### src/atfcb_pkg.sv
// Types and constants of the ATA PIO task-file command builder.
package atfcb_pkg;

	// Configuration register indexes.
	localparam logic [2:0] CFG_DRIVE_PRESENT = 3'd0;
	localparam logic [2:0] CFG_USE_LBA48     = 3'd1;
	localparam logic [2:0] CFG_USE_LBA28     = 3'd2;
	localparam logic [2:0] CFG_CAPACITY      = 3'd3;
	localparam logic [2:0] CFG_HEADS         = 3'd4;
	localparam logic [2:0] CFG_SECTORS       = 3'd5;
	localparam logic [2:0] CFG_SLAVE         = 3'd6;

	// Addressing modes.
	localparam logic [1:0] MODE_LBA48 = 2'd0;
	localparam logic [1:0] MODE_LBA28 = 2'd1;
	localparam logic [1:0] MODE_CHS   = 2'd2;

	// Error codes.
	localparam logic [1:0] ERR_OK       = 2'd0;
	localparam logic [1:0] ERR_ABSENT   = 2'd1;
	localparam logic [1:0] ERR_COUNT    = 2'd2;
	localparam logic [1:0] ERR_CAPACITY = 2'd3;

	// Command-block register offsets.
	localparam logic [2:0] REG_NONE     = 3'd0;
	localparam logic [2:0] REG_FEATURES = 3'd1;
	localparam logic [2:0] REG_COUNT    = 3'd2;
	localparam logic [2:0] REG_LBA_LO   = 3'd3;
	localparam logic [2:0] REG_LBA_MID  = 3'd4;
	localparam logic [2:0] REG_LBA_HI   = 3'd5;
	localparam logic [2:0] REG_SELECT   = 3'd6;
	localparam logic [2:0] REG_COMMAND  = 3'd7;

	// Command bytes.
	localparam logic [7:0] CMD_READ      = 8'h20;
	localparam logic [7:0] CMD_WRITE     = 8'h30;
	localparam logic [7:0] CMD_READ_EXT  = 8'h24;
	localparam logic [7:0] CMD_WRITE_EXT = 8'h34;

	localparam logic [7:0] SELECT_NONE = 8'hFF;
	localparam int         QDEPTH      = 2;

	// Classified request handed from the front to the back.
	typedef struct packed {
		logic        op_write;
		logic [1:0]  err;
		logic [1:0]  mode;
		logic [47:0] lba;
		logic [15:0] count;
		logic [3:0]  head;
		logic [7:0]  sect;
		logic [15:0] cyl;
	} desc_t;

	// Configuration as seen by the front and the back.
	typedef struct packed {
		logic        drive_present;
		logic        use_lba48;
		logic        use_lba28;
		logic [47:0] capacity;
		logic [4:0]  heads;
		logic [5:0]  sectors;
		logic        slave;
	} cfg_t;

endpackage

### src/atfcb_front.sv
// Front part: accepts requests, checks them and computes CHS by serial division.
module atfcb_front (
	input  logic                clk,
	input  logic                arst_n,
	input  atfcb_pkg::cfg_t     cfg,
	input  logic                s_tvalid,
	output logic                s_tready,
	input  logic [71:0]         s_tdata,
	input  logic                s_tuser,
	output logic                push,
	output atfcb_pkg::desc_t    push_desc,
	input  logic                q_full
);

	localparam logic [1:0] ST_IDLE = 2'd0;
	localparam logic [1:0] ST_DIV1 = 2'd1;
	localparam logic [1:0] ST_DIV2 = 2'd2;
	localparam logic [1:0] ST_PUSH = 2'd3;

	logic [1:0]        state_q;
	atfcb_pkg::desc_t  desc_q;
	logic [47:0]       quo_q;
	logic [5:0]        rem_q;
	logic [5:0]        divisor_q;
	logic [5:0]        cnt_q;

	logic [47:0] in_lba;
	logic [16:0] in_cnt;
	logic [48:0] end_sum;
	logic [1:0]  err;
	logic [1:0]  mode;
	logic [5:0]  spt_eff;
	logic [5:0]  hpc_eff;
	logic [6:0]  rem_sh;
	logic        q_bit;
	logic [5:0]  rem_next;

	assign in_lba  = s_tdata[47:0];
	assign in_cnt  = s_tdata[64:48];
	assign end_sum = {1'b0, in_lba} + {32'd0, in_cnt};
	assign spt_eff = (cfg.sectors == 6'd0) ? 6'd1 : cfg.sectors;
	assign hpc_eff = (cfg.heads == 5'd0) ? 6'd1 : {1'b0, cfg.heads};

	// Addressing mode and request checks in priority order.
	always_comb begin
		if (cfg.use_lba48) begin
			mode = atfcb_pkg::MODE_LBA48;
		end else if (cfg.use_lba28) begin
			mode = atfcb_pkg::MODE_LBA28;
		end else begin
			mode = atfcb_pkg::MODE_CHS;
		end
		if (!cfg.drive_present) begin
			err = atfcb_pkg::ERR_ABSENT;
		end else if (!s_tuser && ({1'b0, cfg.capacity} < end_sum)) begin
			err = atfcb_pkg::ERR_CAPACITY;
		end else if (in_cnt == 17'd0) begin
			err = atfcb_pkg::ERR_COUNT;
		end else if (cfg.use_lba48 && in_cnt > 17'd65536) begin
			err = atfcb_pkg::ERR_COUNT;
		end else if (!cfg.use_lba48 && in_cnt > 17'd256) begin
			err = atfcb_pkg::ERR_COUNT;
		end else begin
			err = atfcb_pkg::ERR_OK;
		end
	end

	// One restoring division step.
	always_comb begin
		rem_sh = {rem_q, quo_q[47]};
		q_bit  = (rem_sh >= {1'b0, divisor_q});
		if (q_bit) begin
			rem_sh = rem_sh - {1'b0, divisor_q};
		end
		rem_next = rem_sh[5:0];
	end

	assign s_tready  = (state_q == ST_IDLE);
	assign push      = (state_q == ST_PUSH) && !q_full;
	assign push_desc = desc_q;

	// Control sequence: classify, divide twice for CHS, then queue.
	always_ff @(posedge clk or negedge arst_n) begin
		if (!arst_n) begin
			state_q <= ST_IDLE;
		end else begin
			case (state_q)
				ST_IDLE: begin
					if (s_tvalid) begin
						state_q <= (mode == atfcb_pkg::MODE_CHS && err == atfcb_pkg::ERR_OK)
							? ST_DIV1 : ST_PUSH;
					end
				end
				ST_DIV1: begin
					if (cnt_q == 6'd0) begin
						state_q <= ST_DIV2;
					end
				end
				ST_DIV2: begin
					if (cnt_q == 6'd0) begin
						state_q <= ST_PUSH;
					end
				end
				ST_PUSH: begin
					if (!q_full) begin
						state_q <= ST_IDLE;
					end
				end
				default: state_q <= ST_IDLE;
			endcase
		end
	end

	// Descriptor and divider datapath.
	always_ff @(posedge clk) begin
		case (state_q)
			ST_IDLE: begin
				desc_q.op_write <= s_tuser;
				desc_q.err      <= err;
				desc_q.mode     <= mode;
				desc_q.lba      <= in_lba;
				desc_q.count    <= in_cnt[15:0];
				desc_q.head     <= in_lba[27:24];
				desc_q.sect     <= 8'd0;
				desc_q.cyl      <= 16'd0;
				quo_q           <= in_lba;
				rem_q           <= 6'd0;
				divisor_q       <= spt_eff;
				cnt_q           <= 6'd47;
			end
			ST_DIV1: begin
				if (cnt_q == 6'd0) begin
					// Sector is remainder plus one; the quotient feeds the head division.
					desc_q.sect <= {2'b00, rem_next} + 8'd1;
					quo_q       <= {quo_q[46:0], q_bit};
					rem_q       <= 6'd0;
					divisor_q   <= hpc_eff;
					cnt_q       <= 6'd47;
				end else begin
					quo_q <= {quo_q[46:0], q_bit};
					rem_q <= rem_next;
					cnt_q <= cnt_q - 6'd1;
				end
			end
			ST_DIV2: begin
				quo_q <= {quo_q[46:0], q_bit};
				rem_q <= rem_next;
				cnt_q <= cnt_q - 6'd1;
				if (cnt_q == 6'd0) begin
					desc_q.cyl  <= quo_q[14:0] == 15'd0 ? {15'd0, q_bit} : {quo_q[14:0], q_bit};
					desc_q.head <= rem_next[3:0];
				end
			end
			default: begin
			end
		endcase
	end

endmodule

### src/atfcb_queue.sv
// Short queue of classified requests between the front and the back.
module atfcb_queue (
	input  logic              clk,
	input  logic              arst_n,
	input  logic              push,
	input  atfcb_pkg::desc_t  push_desc,
	output logic              full,
	input  logic              pop,
	output logic              empty,
	output atfcb_pkg::desc_t  head_desc
);

	atfcb_pkg::desc_t entry_q [atfcb_pkg::QDEPTH];
	logic       wr_ptr_q;
	logic       rd_ptr_q;
	logic [1:0] fill_q;

	assign full      = (fill_q == 2'(atfcb_pkg::QDEPTH));
	assign empty     = (fill_q == 2'd0);
	assign head_desc = entry_q[rd_ptr_q];

	// Entry storage.
	always_ff @(posedge clk) begin
		if (push) begin
			entry_q[wr_ptr_q] <= push_desc;
		end
	end

	// Pointers and fill level.
	always_ff @(posedge clk or negedge arst_n) begin
		if (!arst_n) begin
			wr_ptr_q <= 1'b0;
			rd_ptr_q <= 1'b0;
			fill_q   <= 2'd0;
		end else begin
			if (push) begin
				wr_ptr_q <= ~wr_ptr_q;
			end
			if (pop) begin
				rd_ptr_q <= ~rd_ptr_q;
			end
			if (push && !pop) begin
				fill_q <= fill_q + 2'd1;
			end else if (pop && !push) begin
				fill_q <= fill_q - 2'd1;
			end
		end
	end

endmodule

### src/atfcb_back.sv
// Back part: walks a request's register writes into the output register.
module atfcb_back (
	input  logic              clk,
	input  logic              arst_n,
	input  logic              slave,
	input  logic              q_empty,
	input  atfcb_pkg::desc_t  head_desc,
	output logic              pop,
	output logic              m_tvalid,
	input  logic              m_tready,
	output logic [15:0]       m_tdata,
	output logic              m_tlast
);

	atfcb_pkg::desc_t desc_q;
	logic        busy_q;
	logic [3:0]  step_q;
	logic [7:0]  last_sel_q;
	logic        ovalid_q;
	logic [2:0]  ooff_q;
	logic [7:0]  oval_q;
	logic [1:0]  oerr_q;
	logic        olast_q;

	logic        slot_free;
	logic        sel_skip;
	logic        emit;
	logic        lba_mode;
	logic [3:0]  sel_head;
	logic [7:0]  sel;
	logic [3:0]  final_step;
	logic [2:0]  item_off;
	logic [7:0]  item_val;
	logic [7:0]  cmd;

	assign slot_free = !ovalid_q || m_tready;
	assign pop       = !busy_q && !q_empty;
	assign lba_mode  = (desc_q.mode != atfcb_pkg::MODE_CHS);
	assign sel_head  = (desc_q.mode == atfcb_pkg::MODE_LBA48) ? 4'd0 : desc_q.head;
	assign sel       = {1'b1, lba_mode, 1'b1, slave, sel_head};
	assign final_step = (desc_q.mode == atfcb_pkg::MODE_LBA48) ? 4'd9 : 4'd6;

	// A valid request skips its drive-select write when the byte is unchanged.
	assign sel_skip = (desc_q.err == atfcb_pkg::ERR_OK) && (step_q == 4'd0) &&
		(sel == last_sel_q);
	// A new item enters the output register in this cycle.
	assign emit     = busy_q && slot_free && !sel_skip;

	// Command byte for the request's mode and direction.
	always_comb begin
		if (desc_q.mode == atfcb_pkg::MODE_LBA48) begin
			cmd = desc_q.op_write ? atfcb_pkg::CMD_WRITE_EXT : atfcb_pkg::CMD_READ_EXT;
		end else begin
			cmd = desc_q.op_write ? atfcb_pkg::CMD_WRITE : atfcb_pkg::CMD_READ;
		end
	end

	// Register write for the current step.
	always_comb begin
		item_off = atfcb_pkg::REG_NONE;
		item_val = 8'd0;
		if (desc_q.mode == atfcb_pkg::MODE_LBA48) begin
			case (step_q)
				4'd0: begin item_off = atfcb_pkg::REG_SELECT;  item_val = sel; end
				4'd1: begin item_off = atfcb_pkg::REG_COUNT;   item_val = desc_q.count[15:8]; end
				4'd2: begin item_off = atfcb_pkg::REG_LBA_LO;  item_val = desc_q.lba[31:24]; end
				4'd3: begin item_off = atfcb_pkg::REG_LBA_MID; item_val = desc_q.lba[39:32]; end
				4'd4: begin item_off = atfcb_pkg::REG_LBA_HI;  item_val = desc_q.lba[47:40]; end
				4'd5: begin item_off = atfcb_pkg::REG_COUNT;   item_val = desc_q.count[7:0]; end
				4'd6: begin item_off = atfcb_pkg::REG_LBA_LO;  item_val = desc_q.lba[7:0]; end
				4'd7: begin item_off = atfcb_pkg::REG_LBA_MID; item_val = desc_q.lba[15:8]; end
				4'd8: begin item_off = atfcb_pkg::REG_LBA_HI;  item_val = desc_q.lba[23:16]; end
				default: begin item_off = atfcb_pkg::REG_COMMAND; item_val = cmd; end
			endcase
		end else begin
			case (step_q)
				4'd0: begin item_off = atfcb_pkg::REG_SELECT;   item_val = sel; end
				4'd1: begin item_off = atfcb_pkg::REG_FEATURES; item_val = 8'd0; end
				4'd2: begin item_off = atfcb_pkg::REG_COUNT;    item_val = desc_q.count[7:0]; end
				4'd3: begin
					item_off = atfcb_pkg::REG_LBA_LO;
					item_val = lba_mode ? desc_q.lba[7:0] : desc_q.sect;
				end
				4'd4: begin
					item_off = atfcb_pkg::REG_LBA_MID;
					item_val = lba_mode ? desc_q.lba[15:8] : desc_q.cyl[7:0];
				end
				4'd5: begin
					item_off = atfcb_pkg::REG_LBA_HI;
					item_val = lba_mode ? desc_q.lba[23:16] : desc_q.cyl[15:8];
				end
				default: begin item_off = atfcb_pkg::REG_COMMAND; item_val = cmd; end
			endcase
		end
	end

	// Request register taken from the queue.
	always_ff @(posedge clk) begin
		if (pop) begin
			desc_q <= head_desc;
		end
	end

	// Sequencer, drive-select memory and output register control.
	always_ff @(posedge clk or negedge arst_n) begin
		if (!arst_n) begin
			busy_q     <= 1'b0;
			step_q     <= 4'd0;
			last_sel_q <= atfcb_pkg::SELECT_NONE;
			ovalid_q   <= 1'b0;
		end else begin
			if (emit) begin
				ovalid_q <= 1'b1;
			end else if (m_tready) begin
				ovalid_q <= 1'b0;
			end
			if (pop) begin
				busy_q <= 1'b1;
				step_q <= 4'd0;
			end else if (busy_q && slot_free) begin
				if (desc_q.err != atfcb_pkg::ERR_OK) begin
					busy_q   <= 1'b0;
				end else if (sel_skip) begin
					step_q <= 4'd1;
				end else begin
					if (step_q == 4'd0) begin
						last_sel_q <= sel;
					end
					if (step_q == final_step) begin
						busy_q <= 1'b0;
					end else begin
						step_q <= step_q + 4'd1;
					end
				end
			end
		end
	end

	// Output payload.
	always_ff @(posedge clk) begin
		if (emit) begin
			if (desc_q.err != atfcb_pkg::ERR_OK) begin
				ooff_q  <= atfcb_pkg::REG_NONE;
				oval_q  <= 8'd0;
				oerr_q  <= desc_q.err;
				olast_q <= 1'b1;
			end else begin
				ooff_q  <= item_off;
				oval_q  <= item_val;
				oerr_q  <= atfcb_pkg::ERR_OK;
				olast_q <= (step_q == final_step);
			end
		end
	end

	assign m_tvalid = ovalid_q;
	assign m_tdata  = {3'd0, oerr_q, oval_q, ooff_q};
	assign m_tlast  = olast_q;

endmodule

### src/ata_pio_task_file_command_builder_unit.sv
// Top level of the ATA PIO task-file command builder.
// Usage:
// Each request on the slave stream (s_tdata: first_lba[47:0], sector_count[64:48];
// s_tuser: operation, 1 for write) becomes a run of task-file register writes on
// the master stream (m_tdata: reg_offset[2:0], reg_value[10:3], error_code[12:11]),
// with m_tlast on the last write of the run. A rejected request gives one item
// with offset 0 and the error code. Configuration is written through cfg_we,
// cfg_index and cfg_data while no request is in flight.
// LBA requests are checked combinationally on acceptance, then pass the front's
// descriptor register, the queue and the back's request register to the output
// register; CHS requests first pass two 48-step serial divisions. The back emits
// one write per cycle unless m_tready stalls the output: up to ten for LBA48, seven
// for LBA28 and CHS, one fewer when the drive-select write is skipped. The back
// sequencer and the CHS divider limit the request rate. A two-entry queue lets the
// front accept the next request while the back still works. When m_tready is low
// the output register holds and the back and then the front stall. Reset empties
// the queue, restores the reset configuration and marks no drive as selected.
module ata_pio_task_file_command_builder_unit (
	input  logic        clk,
	input  logic        arst_n,
	input  logic        cfg_we,
	input  logic [2:0]  cfg_index,
	input  logic [47:0] cfg_data,
	input  logic        s_tvalid,
	output logic        s_tready,
	input  logic [71:0] s_tdata,   // first_lba[47:0], sector_count[64:48], zero fill
	input  logic        s_tuser,   // operation
	output logic        m_tvalid,
	input  logic        m_tready,
	output logic [15:0] m_tdata,   // reg_offset[2:0], reg_value[10:3], error_code[12:11]
	output logic        m_tlast
);

	atfcb_pkg::cfg_t  cfg_q;
	atfcb_pkg::desc_t push_desc;
	atfcb_pkg::desc_t head_desc;
	logic push;
	logic pop;
	logic q_full;
	logic q_empty;

	// Configuration registers.
	always_ff @(posedge clk or negedge arst_n) begin
		if (!arst_n) begin
			cfg_q.drive_present <= 1'b0;
			cfg_q.use_lba48     <= 1'b0;
			cfg_q.use_lba28     <= 1'b0;
			cfg_q.capacity      <= 48'd0;
			cfg_q.heads         <= 5'd16;
			cfg_q.sectors       <= 6'd63;
			cfg_q.slave         <= 1'b0;
		end else if (cfg_we) begin
			case (cfg_index)
				atfcb_pkg::CFG_DRIVE_PRESENT: cfg_q.drive_present <= cfg_data[0];
				atfcb_pkg::CFG_USE_LBA48:     cfg_q.use_lba48     <= cfg_data[0];
				atfcb_pkg::CFG_USE_LBA28:     cfg_q.use_lba28     <= cfg_data[0];
				atfcb_pkg::CFG_CAPACITY:      cfg_q.capacity      <= cfg_data;
				atfcb_pkg::CFG_HEADS:         cfg_q.heads         <= cfg_data[4:0];
				atfcb_pkg::CFG_SECTORS:       cfg_q.sectors       <= cfg_data[5:0];
				atfcb_pkg::CFG_SLAVE:         cfg_q.slave         <= cfg_data[0];
				default: begin
				end
			endcase
		end
	end

	atfcb_front u_front (
		.clk       (clk),
		.arst_n    (arst_n),
		.cfg       (cfg_q),
		.s_tvalid  (s_tvalid),
		.s_tready  (s_tready),
		.s_tdata   (s_tdata),
		.s_tuser   (s_tuser),
		.push      (push),
		.push_desc (push_desc),
		.q_full    (q_full)
	);

	atfcb_queue u_queue (
		.clk       (clk),
		.arst_n    (arst_n),
		.push      (push),
		.push_desc (push_desc),
		.full      (q_full),
		.pop       (pop),
		.empty     (q_empty),
		.head_desc (head_desc)
	);

	atfcb_back u_back (
		.clk       (clk),
		.arst_n    (arst_n),
		.slave     (cfg_q.slave),
		.q_empty   (q_empty),
		.head_desc (head_desc),
		.pop       (pop),
		.m_tvalid  (m_tvalid),
		.m_tready  (m_tready),
		.m_tdata   (m_tdata),
		.m_tlast   (m_tlast)
	);

endmodule

### config.mk
export PLATFORM = sky130hd
export DESIGN_NAME = ata_pio_task_file_command_builder_unit
export DESIGN_NICKNAME = d
export VERILOG_FILES = /design/src/atfcb_pkg.sv /design/src/atfcb_front.sv /design/src/atfcb_queue.sv /design/src/atfcb_back.sv /design/src/ata_pio_task_file_command_builder_unit.sv
export SDC_FILE = /design/constraint.sdc
export NUM_CORES = 1
export LEC_CHECK = 0
export ABC_CLOCK_PERIOD_IN_PS = 7200
export BUFFER_PORTS_ARGS = -buffer_cell sky130_fd_sc_hd__buf_2
export CORE_ASPECT_RATIO = 0.75
export CORE_MARGIN = 2
export CORE_UTILIZATION = 40
export CTS_BUF_LIST = sky130_fd_sc_hd__clkbuf_2
export CTS_CLUSTER_DIAMETER = 40
export CTS_CLUSTER_SIZE = 28
export DETAILED_ROUTE_END_ITERATION = 6
export GPL_TIMING_DRIVEN = 0
export HOLD_SLACK_MARGIN = 0.05
export PLACE_DENSITY = 0.65
export SLEW_MARGIN = 5
export SYNTH_ARGS = -nofsm -noshare
export SYNTH_HDL_FRONTEND = slang
export SYNTH_SLANG_ARGS = --single-unit
### constraint.sdc
create_clock -name clk -period 7.2 [get_ports clk]
set_input_delay 0.36 -clock clk [delete_from_list [all_inputs] [get_ports clk]]
set_output_delay 0.36 -clock clk [all_outputs]
set_load 0.1 [all_outputs]
== Word level (Yosys, flattened, before mapping) ==
Memory sizes are Yosys's and may differ from the RTL's. A register that Yosys moved wholly into a read port is not among the register bits.
Cells that the tools add are included.
W data, S select, Z words.

* Bits in registers: 258
* Bits in writable memories: 194
* Input bits: 129
* Output and inout bits: 19
* Word-level logic and storage cells: 198
* Memories: 1

{| class="wikitable"
|+ Memory list
! name !! depth !! bits a word !! read ports !! clocked after Yosys merged registers in !! write ports !! RTL line !! source
|-
| u_queue.entry_q || 2 || 97 || 1 || 1 || 1 || atfcb_queue.sv:13 || <nowiki>atfcb_pkg::desc_t entry_q [atfcb_pkg::QDEPTH];</nowiki>
|}

* Add/subtract/negate cells: 7
* $lt $le $gt $ge: 4
* Equality and inequality tests: 29
* Mux-type cells: 60
* Bitwise gates (word level): 5
* Reductions and logical operators: 61

{| class="wikitable"
|+ Operators by type and width
! cell !! count
|-
| $pmux W48 S2 || 1
|-
| $pmux W8 S9 || 1
|-
| $add A48 B17 Y49 || 1
|-
| $lt A48 B49 Y1 || 1
|-
| $mux W8 || 6
|-
| $pmux W8 S6 || 1
|-
| $pmux W6 S3 || 2
|-
| $mux W16 || 2
|-
| $mux W4 || 8
|-
| $pmux W16 S2 || 1
|-
| $mux W6 || 5
|-
| $mux W2 || 14
|-
| $pmux W3 S6 || 1
|-
| $reduce_and A2 Y1 || 9
|-
| $gt A17 B17 Y1 const B || 1
|-
| $gt A17 B9 Y1 const B || 1
|-
| $logic_not A17 Y1 || 1
|-
| $eq A4 B3 Y1 const B || 4
|-
| $pmux W8 S2 || 1
|-
| $logic_not A15 Y1 || 1
|-
| $mux W5 || 3
|-
| $pmux W3 S5 || 1
|-
| $reduce_bool A2 Y1 || 7
|-
| $logic_and A1 B1 Y1 || 12
|-
| 39 further kinds || 81
|}

== Longest topological paths before layout ==
Gate-level depths: netlist of the first run.

* Depth after elaboration: 12
* Depth in mapped cells: 18

== Cells and area by module ==
From an unflattened synthesis of the first run, not the netlist that was laid out.

* Cell total of the unflattened synthesis: 1595
* Area total of the unflattened synthesis: 24499.7 sq um

{| class="wikitable"
|+ Modules (own cells, without submodules)
! module !! times used !! cells each !! area each (sq um)
|-
| atfcb_front || 1 || 731 || 9236.4
|-
| atfcb_queue || 1 || 318 || 7259.5
|-
| atfcb_back || 1 || 408 || 5526.6
|-
| ata_pio_task_file_command_builder_unit || 1 || 138 || 2477.4
|}

== Worst setup path after synthesis of the first run ==
Ideal clock, no wire load.

* Path type: register to register
* Start point: reg u_front.state_q[1]
* End point: mem u_queue.entry_q[0][0] in the netlist's numbering, enable pin
* Arrival time: 4.666 ns
* Data required time: 6.649 ns
* Setup slack: 1.983 ns
* Stages on the path, launching flop included: 4
* Period minus slack after synthesis: 5.217 ns
* Path through: dfrtp_1 -> ha_1 -> nand2_1 -> nor2_1

* Cells in the longest elaborated chain, start to end: 4

{| class="wikitable"
|+ RTL lines
! what !! RTL line !! source
|-
| start: declaration || atfcb_front.sv:20 || <nowiki>logic [1:0] state_q;</nowiki>
|-
| start signal: assignment || atfcb_front.sv:90 || <nowiki>state_q <= (mode == atfcb_pkg::MODE_CHS && err == atfcb_pkg::ERR_OK)</nowiki>
|-
| $eq A2 B2 Y1 || atfcb_front.sv:79 || <nowiki>assign push = (state_q == ST_PUSH) && !q_full;</nowiki>
|-
| $logic_and A1 B1 Y1 || atfcb_front.sv:79 ||
|-
| $mux W1 || atfcb_queue.sv:24 || <nowiki>if (push) begin</nowiki>
|-
| $mux W1 (not written as such) || atfcb_queue.sv:25 || <nowiki>entry_q[wr_ptr_q] <= push_desc;</nowiki>
|-
| end: declaration || atfcb_queue.sv:13 ||
|}

Every way passes these cells.

== Final worst setup path of the first run ==
* Start point: in s_tdata[0]
* End point: reg u_front.state_q[1]

* Cells in the longest elaborated chain, start to end: 10

{| class="wikitable"
|+ RTL lines
! what !! RTL line !! source
|-
| start: declaration || ata_pio_task_file_command_builder_unit.sv:26 || <nowiki>input logic [71:0] s_tdata,</nowiki>
|-
| $add A48 B17 Y49 || atfcb_front.sv:40 || <nowiki>assign end_sum = {1'b0, in_lba} + {32'd0, in_cnt};</nowiki>
|-
| $lt A48 B49 Y1 || atfcb_front.sv:55 || <nowiki>end else if (!s_tuser && ({1'b0, cfg.capacity} < end_sum)) begin</nowiki>
|-
| $logic_and A1 B1 Y1 || atfcb_front.sv:55 ||
|-
| $mux W2 || atfcb_front.sv:55 ||
|-
| $mux W2 || atfcb_front.sv:53 || <nowiki>if (!cfg.drive_present) begin</nowiki>
|-
| net u_front.err[0] || atfcb_front.sv:30 || <nowiki>logic [1:0] err;</nowiki>
|-
| $logic_not A2 Y1 || atfcb_front.sv:90 ||
|-
| $logic_and A1 B1 Y1 || atfcb_front.sv:90 ||
|-
| $mux W2 || atfcb_front.sv:91 || <nowiki>? ST_DIV1 : ST_PUSH;</nowiki>
|-
| $mux W2 || atfcb_front.sv:89 || <nowiki>if (s_tvalid) begin</nowiki>
|-
| $pmux W2 S4 || atfcb_front.sv:87 || <nowiki>case (state_q)</nowiki>
|}

The timed path passes the listed nets, and every way through them passes these cells. The select of a mux whose other input is x is not followed.
A chain may end at the register's enable or synchronous reset.

==> results of run 1 <==
## state kept, by name (all words and copies together), names as in the netlist, 8 cells and up
| signal | cells |
|---|---|
| u_back.oval_q | 8 |
| u_front.quo_q | 48 |
| cfg_q | 63 |
| u_front.push_desc | 96 |
| u_back.desc_q | 96 |
| u_queue.entry_q | 192 |
## logic make-up (layout without fill, tap and decap cells)
kind of cell / Yosys count / count (layout)
and+or+nand+nor: 316 / 316
adders and majority gates: 84 / 84
other: 1 / 10
AOI/OAI and AO/OA: 242 / 242
muxes: 228 / 228
xor gates and xnor gates: 63 / 63
buffers and inverters: 102 / 617
DFF: 545 / 545
## critical path, cell delays in order
cell	delay (ns)
dlygate4sd3_1	0.56
buf_2	0.16
ha_1	0.24
fa_1	0.44
a211oi_1	0.40
o211a_1	0.28
o21bai_2	0.11
a31oi_4	0.29
a2bb2oi_2	0.39
buf_6	0.23
nor4_2	0.05
xnor2_1	0.21
ha_1	0.31
and4_1	0.23
nand3_1	0.13
nor4_1	0.45
o211ai_1	0.18
nand4_1	0.18
nand4b_1	0.26
o21a_1	0.27
## cell usage after synthesis, drive strengths merged, types with 14 or more instances
| master | count | area (µm²) |
|---|---|---|
| edfxtp | 464 | 13900 |
| nor4 | 22 | 193 |
| a211oi | 19 | 143 |
| a221oi | 19 | 166 |
| dfrtp | 68 | 1700 |
| o21ai | 54 | 274 |
| inv | 39 | 146 |
| a22oi | 14 | 105 |
| nand3 | 28 | 140 |
| clkbuf | 48 | 180 |
| ha | 82 | 1030 |
| nor3 | 26 | 140 |
| nand4 | 21 | 153 |
| mux2i | 16 | 160 |
| xor2 | 22 | 193 |
| mux2 | 212 | 2390 |
| nor2 | 71 | 274 |
| and2 | 25 | 156 |
| buf | 15 | 82.6 |
| a21oi | 61 | 305 |
| xnor2 | 41 | 359 |
| nand2 | 67 | 254 |
## what timing repair did
action                    4_1_cts  5_1_grt
hold endpoints to repair      267        0
setup buffers                   0        0
hold buffers                  243        0
gates resized for setup         0        0
## worst paths after layout
check	from	endpoint	slack, ns	cells past startpoint
max	s_tdata[0]	u_front.state_q[1]	2.50	20
max in group asynchronous	arst_n	cfg_q[53]	5.77	4
min in group asynchronous	arst_n	u_back.m_tvalid	0.52	3
min reg2reg	u_front.push_desc[32]	u_queue.entry_q[0][32]	0.40	0
max reg2reg	u_back.step_q[0]	u_back.oval_q[1]	3.87	10
min	s_tdata[12]	u_front.quo_q[12]	0.18	3
## report_power, final
| part | internal, mW | leakage (nW) | switching (mW) |
|---|---|---|---|
| registers | 3.63 | 5.20 | 0.142 |
| logic | 0.598 | 4.65 | 0.757 |
| clock network | 0.561 | 0.581 | 1.29 |
## per-layer routing
metal / up-vias / track usage [%] / share of wire [%]
met5: - / 0 / 0.020
li1: 7075 / - / -
met1: 7744 / 32.2 / 49
met2: 575 / 30.1 / 43
met4: 2 / 4.54 / 1.9
met3: 98 / 3.42 / 5.8
## per-stage QoR
step | area (µm²) | cells | hold slack [ns] | total power, mW | TNS [ns]
global route | 29300 | 2892 | 0.0558 | 7.30 | 0
floorplan | 23900 | 1583 | 0.0644 | 4.64 | 0
CTS | 29300 | 2888 | 0.0504 | 6.99 | 0
finish | 29300 | 2895 | 0.184 | 6.98 | 0
detailed placement | 25900 | 2520 | 0.260 | 5.05 | 0
global placement | 25600 | 2510 | 0.426 | 5.02 | -87.83
## cell type report
| cell class | instances | area share, % |
|---|---|---|
| plain buffers | 63 | 0.897 |
| clock buffers | 74 | 1.27 |
| inverters | 39 | 0.509 |
| clock inverters | 51 | 2.03 |
| repair buffers | 390 | 11.4 |
| multi-input cells | 936 | 25.9 |
| diodes | 7 | 0.0598 |
| well taps | 790 | 3.38 |
| flip-flops and latches | 545 | 54.6 |
==> run_results.csv, run 1 <==
group,metric,value,unit
grt,grt_pass1_wl,95800,µm
sta,hold_viol,0,
clocking,clockRootBuffer,"clkbuf_2",
clocking,cts_buffer_depth,3,
synth,synth_edf_count,464,
route,vias_per_cell,5.35,
floorplan,initial_core_util,40.5,%
route,drtAntennaViolNets,0,
synth,synth-adder-area-share,4.45,%
route,drc,0,
worst_setup_path,path_max_fanout,10,
clocking,numCtsBuffers,68,
sta,max_freq,213,MHz
synth,synth_seq_cells,545,
grt,grt_overflow,0,
route,initialDrtViolationCount,1694,
synth,synth_async_sr_flop_share,14.9,%
route,first_pass_iters,6,
synth,synth_top_family_by_area,"multiplexers",
worst_setup_path,critPathArrivalTime,5.72,ns
final_layout,drive_above_1_share,25.3,%
floorplan,die_area,61800,µm²
clocking,path_clk_slew,0.26,ns
floorplan,rows,77,
final_layout,final_common_cell,"edfxtp_1",
final_layout,nFillCells,5026,
route,wl,63800,µm
hold_path,hp-class,"input pin to register",
sta,tightest_slew,1.17,ns
synth,synth_mux_area_share,10.6,%
grt,grtUsageTotal,20.7,%
synth,avgSynthCellArea,15.1,µm²
sta,post-route-period-util,65.2,%
sta,rsz0062_at_grt,"no",
worst_setup_path,worstSetupPathType,"input pin to register",
synth,synthXorXnorAreaFrac,2.31,%
worst_setup_path,startpoint_type,"input pin",
clocking,cts_sinks,545,
sta,min_period,4.70,ns
sta,finalClockSkew,0.159,ns
grt,grt_max_degree,72,
route,wl_per_cell,22.0,µm
pwr,ir_drop,0.142,mV
synth,synth-simple-area-share,7.18,%
sta,setup_viol_count_final,0,
final_layout,final_core_util,49.6,%
synth,yosysSeqAreaShare,66.8,%
final_layout,nNetsFinal,2256,
worst_setup_path,endpoint_kind,"register",
synth,synth_flop_cell,"edfxtp_1",
clocking,cts_tree,"yes",
synth,synth_compound_area_share,6.93,%
grt,grt_antenna_before_repair,4,
floorplan,die_h,216,µm
place,dpl_worst_slack,2.01,ns
sta,slew_headroom,21.2,%
place,place_hpwl,44400,µm
place,io_buffers,137,
final_layout,final_cell_mix,"464 x edfxtp_1, 243 x dlygate4sd3_1, 212 x mux2_2",
synth,synthDistinctLibCells,83,
clocking,ctsHtreeMaxLevel,3,
place,gp_congestion,0.892,
grt,first_global_vias,15100,
synth,syn-instance-count,1581,
final_layout,multi_input_area,7580,µm²
floorplan,design.core.area,59100,µm²
floorplan,io_pins,148,
sta,final.setup.worst_slack,2.50,ns
clocking,clock_latency,1.14,ns
final_layout,seqCellArea,16000,µm²
floorplan,die_width,286,µm
sta,drv_slew,0,
synth,ys_warn_count,0,
synth,syn-cell-area,23900,µm²
run_status,outcome,"finished, final reports clean",
pwr,p_leak,10.4,nW
pwr,power_density,238,nW/µm²
final_layout,area_growth,22.3,%
route,num_vias,15500,
run,drv_cap,0,
worst_setup_path,worst-endpoint-required,8.22,ns
No activity file was read; power rests on OpenSTA's default activity.
==> run 2, diff against run 1 <==
--- a/config.mk
+++ b/config.mk
@@ -5,7 +5,7 @@
 export SDC_FILE = /design/constraint.sdc
 export NUM_CORES = 1
 export LEC_CHECK = 0
-export ABC_CLOCK_PERIOD_IN_PS = 7200
+export ABC_CLOCK_PERIOD_IN_PS = 4600
 export BUFFER_PORTS_ARGS = -buffer_cell sky130_fd_sc_hd__buf_2
 export CORE_ASPECT_RATIO = 0.75
 export CORE_MARGIN = 2
==> constraint.sdc (replaced) <==
create_clock -name clk -period 4.6 [get_ports clk]
set_input_delay 0.23 -clock clk [delete_from_list [all_inputs] [get_ports clk]]
set_output_delay 0.23 -clock clk [all_outputs]
set_load 0.1 [all_outputs]
==> run 2 against run 1 <==
Worst setup slack lost 2.3 ns. Clock-buffer cell count shrank 5. Clock power increased by 64%. Sequential cell count did not move. Worst hold slack worse by 0.016 ns. Global-route usage increased by 0.13 points. Critical path depth stayed put. Final area is 0.24% higher. Non-clock buffer count grew 3. Combinational power rose by 57%. Die area is the same. Cell count shrank 0.14%. Largest power group unchanged.
==> run_results.csv, run 2 (synthesized netlist as in run 1, its figures left out) <==
group,metric,value,unit
run_status,outcome,"finished, final reports clean",
worst_setup_path,crit_buf_inv,3,
final_layout,final_core_util,49.7,%
pwr,seq_power_share,53.4,%
route,vias_per_cell,5.34,
floorplan,die_width,286,µm
clocking,clock_latency,1.17,ns
worst_setup_path,regToRegSetupSlack,1.08,ns
hold_path,holdPathStages,4,
clocking,clockRootBuffer,"clkbuf_2",
grt,top_usage_layer,"met1",
grt,grtUsageMet1,31.3,%
place,place_hpwl,44400,µm
worst_setup_path,worst_path_max_delay_cell,"dlygate4sd3_1",
clocking,cts_sinks,545,
place,dpl_worst_slack,-0.479,ns
worst_setup_path,startpoint_type,"input pin",
final_layout,area_growth,22.6,%
sta,post-route-period-util,95.6,%
route,num_vias,15400,
sta,max_freq,227,MHz
pwr,p_comb_share,19.2,%
floorplan,die_h,216,µm
grt,first_global_vias,15500,
final_layout,largest-register,"u_queue.entry_q",
sta,tightest_slew,1.17,ns
hold_path,whs_endpoint,"u_front.push_desc[25]",
place,io_buffers,137,
sta,final.setup.worst_slack,0.203,ns
run,drv_cap,0,
sta,drv_slew,0,
grt,grtUsageMet3,4.31,%
pwr,ir_drop,0.219,mV
clocking,numCtsBuffers,66,
route,wl,63700,µm
clocking,cts_tree,"yes",
clocking,post_cts.repair.setup_buffers,0,
grt,grtUsageTotal,20.8,%
worst_setup_path,slowest_delay,0.55,ns
route,drtAntennaViolNets,0,
floorplan,design.core.area,59100,µm²
final_layout,final_cell_mix,"464 x edfxtp_1, 246 x dlygate4sd3_1, 212 x mux2_2",
floorplan,die_area,61800,µm²
final_layout,final_common_cell,"edfxtp_1",
pwr,power,11.1,mW
worst_setup_path,worstSetupPathType,"input pin to register",
final_layout,nNetsFinal,2257,
worst_setup_path,startpoint,"s_tdata[0]",
route,wl_per_cell,22.0,µm
pwr,internal_power,7.68,mW
pwr,switching_share,30.5,%
clocking,ctsHtreeMaxLevel,3,
hold_path,min-delay-start,"s_tdata[25]",
hold_path,hp-class,"input pin to register",
worst_setup_path,worst-endpoint-required,5.61,ns
grt,grt_overflow,0,
grt,grt_pass1_wl,96600,µm
pwr,switchingPower,3.37,mW
clocking,cts_buffer_depth,3,
worst_setup_path,endpoint_kind,"register",
grt,gr-usage-met2,31.0,%
route,first_pass_iters,7,
worst_setup_path,path_cells,"dlygate4sd3_1, buf_2, ha_1, fa_1, a211oi_1, o211a_1, o21bai_2, a31oi_4, a2bb2oi_2, buf_6, nor4_2, xnor2_1, ha_1, and4_1, nand3_1, nor4_2, o211ai_1, nand4_1, nand4b_1, o21a_1",
floorplan,initial_core_util,40.5,%
worst_setup_path,cpLargestDelayFamily,"compound AO/OA/AOI/OAI gates",
sta,setup_viol_count_final,0,
sta,min_period,4.40,ns
clocking,path_clk_slew,0.24,ns
route,drc,0,
pwr,p_leak,10.4,nW
final_layout,largest_reg_flops,192,
worst_setup_path,r2r_cells,8,
floorplan,rows,77,
pwr,pwr-share-clk,27.4,%
grt,grt_antenna_before_repair,6,
grt,grt_max_degree,66,
sta,slew_headroom,21.4,%
pwr,power_density,377,nW/µm²
worst_setup_path,r2r-start,"u_back.step_q[0]",
sta,finalClockSkew,0.202,ns
floorplan,io_pins,148,
sta,rsz0062_at_grt,"no",
worst_setup_path,r2r-end,"u_back.oval_q[6]",
sta,hold_viol,0,
route,initialDrtViolationCount,1472,
worst_setup_path,path_max_fanout,10,
place,gp_congestion,0.889,
worst_setup_path,critPathArrivalTime,5.40,ns
final_layout,drive_above_1_share,25.3,%
## run 2: cell count changes in the layout (fill, tap and decap cells not counted), sizes merged
cell / before / now
clkinvlp: 6 / 12
diode: 7 / 4
bufinv: 4 / 8
clkbuf: 122 / 117
clkinv: 17 / 11
inv: 63 / 60
dlygate4sd3: 243 / 246
## run 2: what timing repair did
item,4_1_cts,5_1_grt
resized for setup,0,1
hold buffers,246,0
hold endpoints to repair,275,0
endpoints found under the setup margin,0,1
## run 2: cell type report
cell class | instances | area (µm²)
diodes | 4 | 10.0
plain buffers | 63 | 263
clock buffers | 69 | 345
clock inverters | 52 | 661
fillers | 5013 | 29700
inverters | 39 | 149
multi-input cells | 936 | 7590
flip-flops and latches | 545 | 16000
well taps | 790 | 988
repair buffers | 393 | 3370
## run 2: layer usage
metal / wire length (µm) / share of wire (%) / vias to the layer above
met5: 0 / 0 / -
met1: 30500 / 48 / 7693
li1: - / - / 7079
met2: 28100 / 44 / 571
met3: 4170 / 6.5 / 85
met4: 982 / 1.5 / 0
## run 2: worst max path at each step
stage | cells past startpoint | endpoint
after CTS | 20 | u_front.state_q[1]
after detailed placement | 19 | u_front.state_q[1]
after floorplan | 4 | u_front.push_desc[0]
final | 20 | u_front.state_q[1]
after global routing | 20 | u_front.state_q[1]
after global placement | 3 | u_queue.entry_q[0][79]
## run 2: worst min-delay path: cells and delay by family
kind | cells | cell delay (ns)
AO/OA/AOI/OAI | 1 | 0.05
buffers and inverters | 2 | 0.74
AND/OR/NAND/NOR | 1 | 0.12
## run 2: power groups by stage
| stage | sequential (mW) | combinational, mW | clock [mW] |
|---|---|---|---|
| after detailed placement | 6.01 | 1.90 | 0 |
| after floorplan | 5.98 | 1.29 | 0 |
| final | 5.91 | 2.12 | 3.03 |
| after global placement | 5.99 | 1.86 | 0 |
| after global routing | 5.94 | 2.33 | 3.32 |
| after CTS | 5.90 | 2.08 | 3.10 |
## run 2: through the flow
stage	hold slack, ns	std cells	setup TNS (ns)	area, µm²
2_1_floorplan	-0.0656	1583	0	23900
6_report	0.168	2891	0	29300
3_3_place_gp	0.425	2510	-128.29	25600
5_1_grt	0.0589	2891	0	29300
4_1_cts	0.0509	2887	0	29300
3_5_place_dp	0.131	2520	-1.31	25900
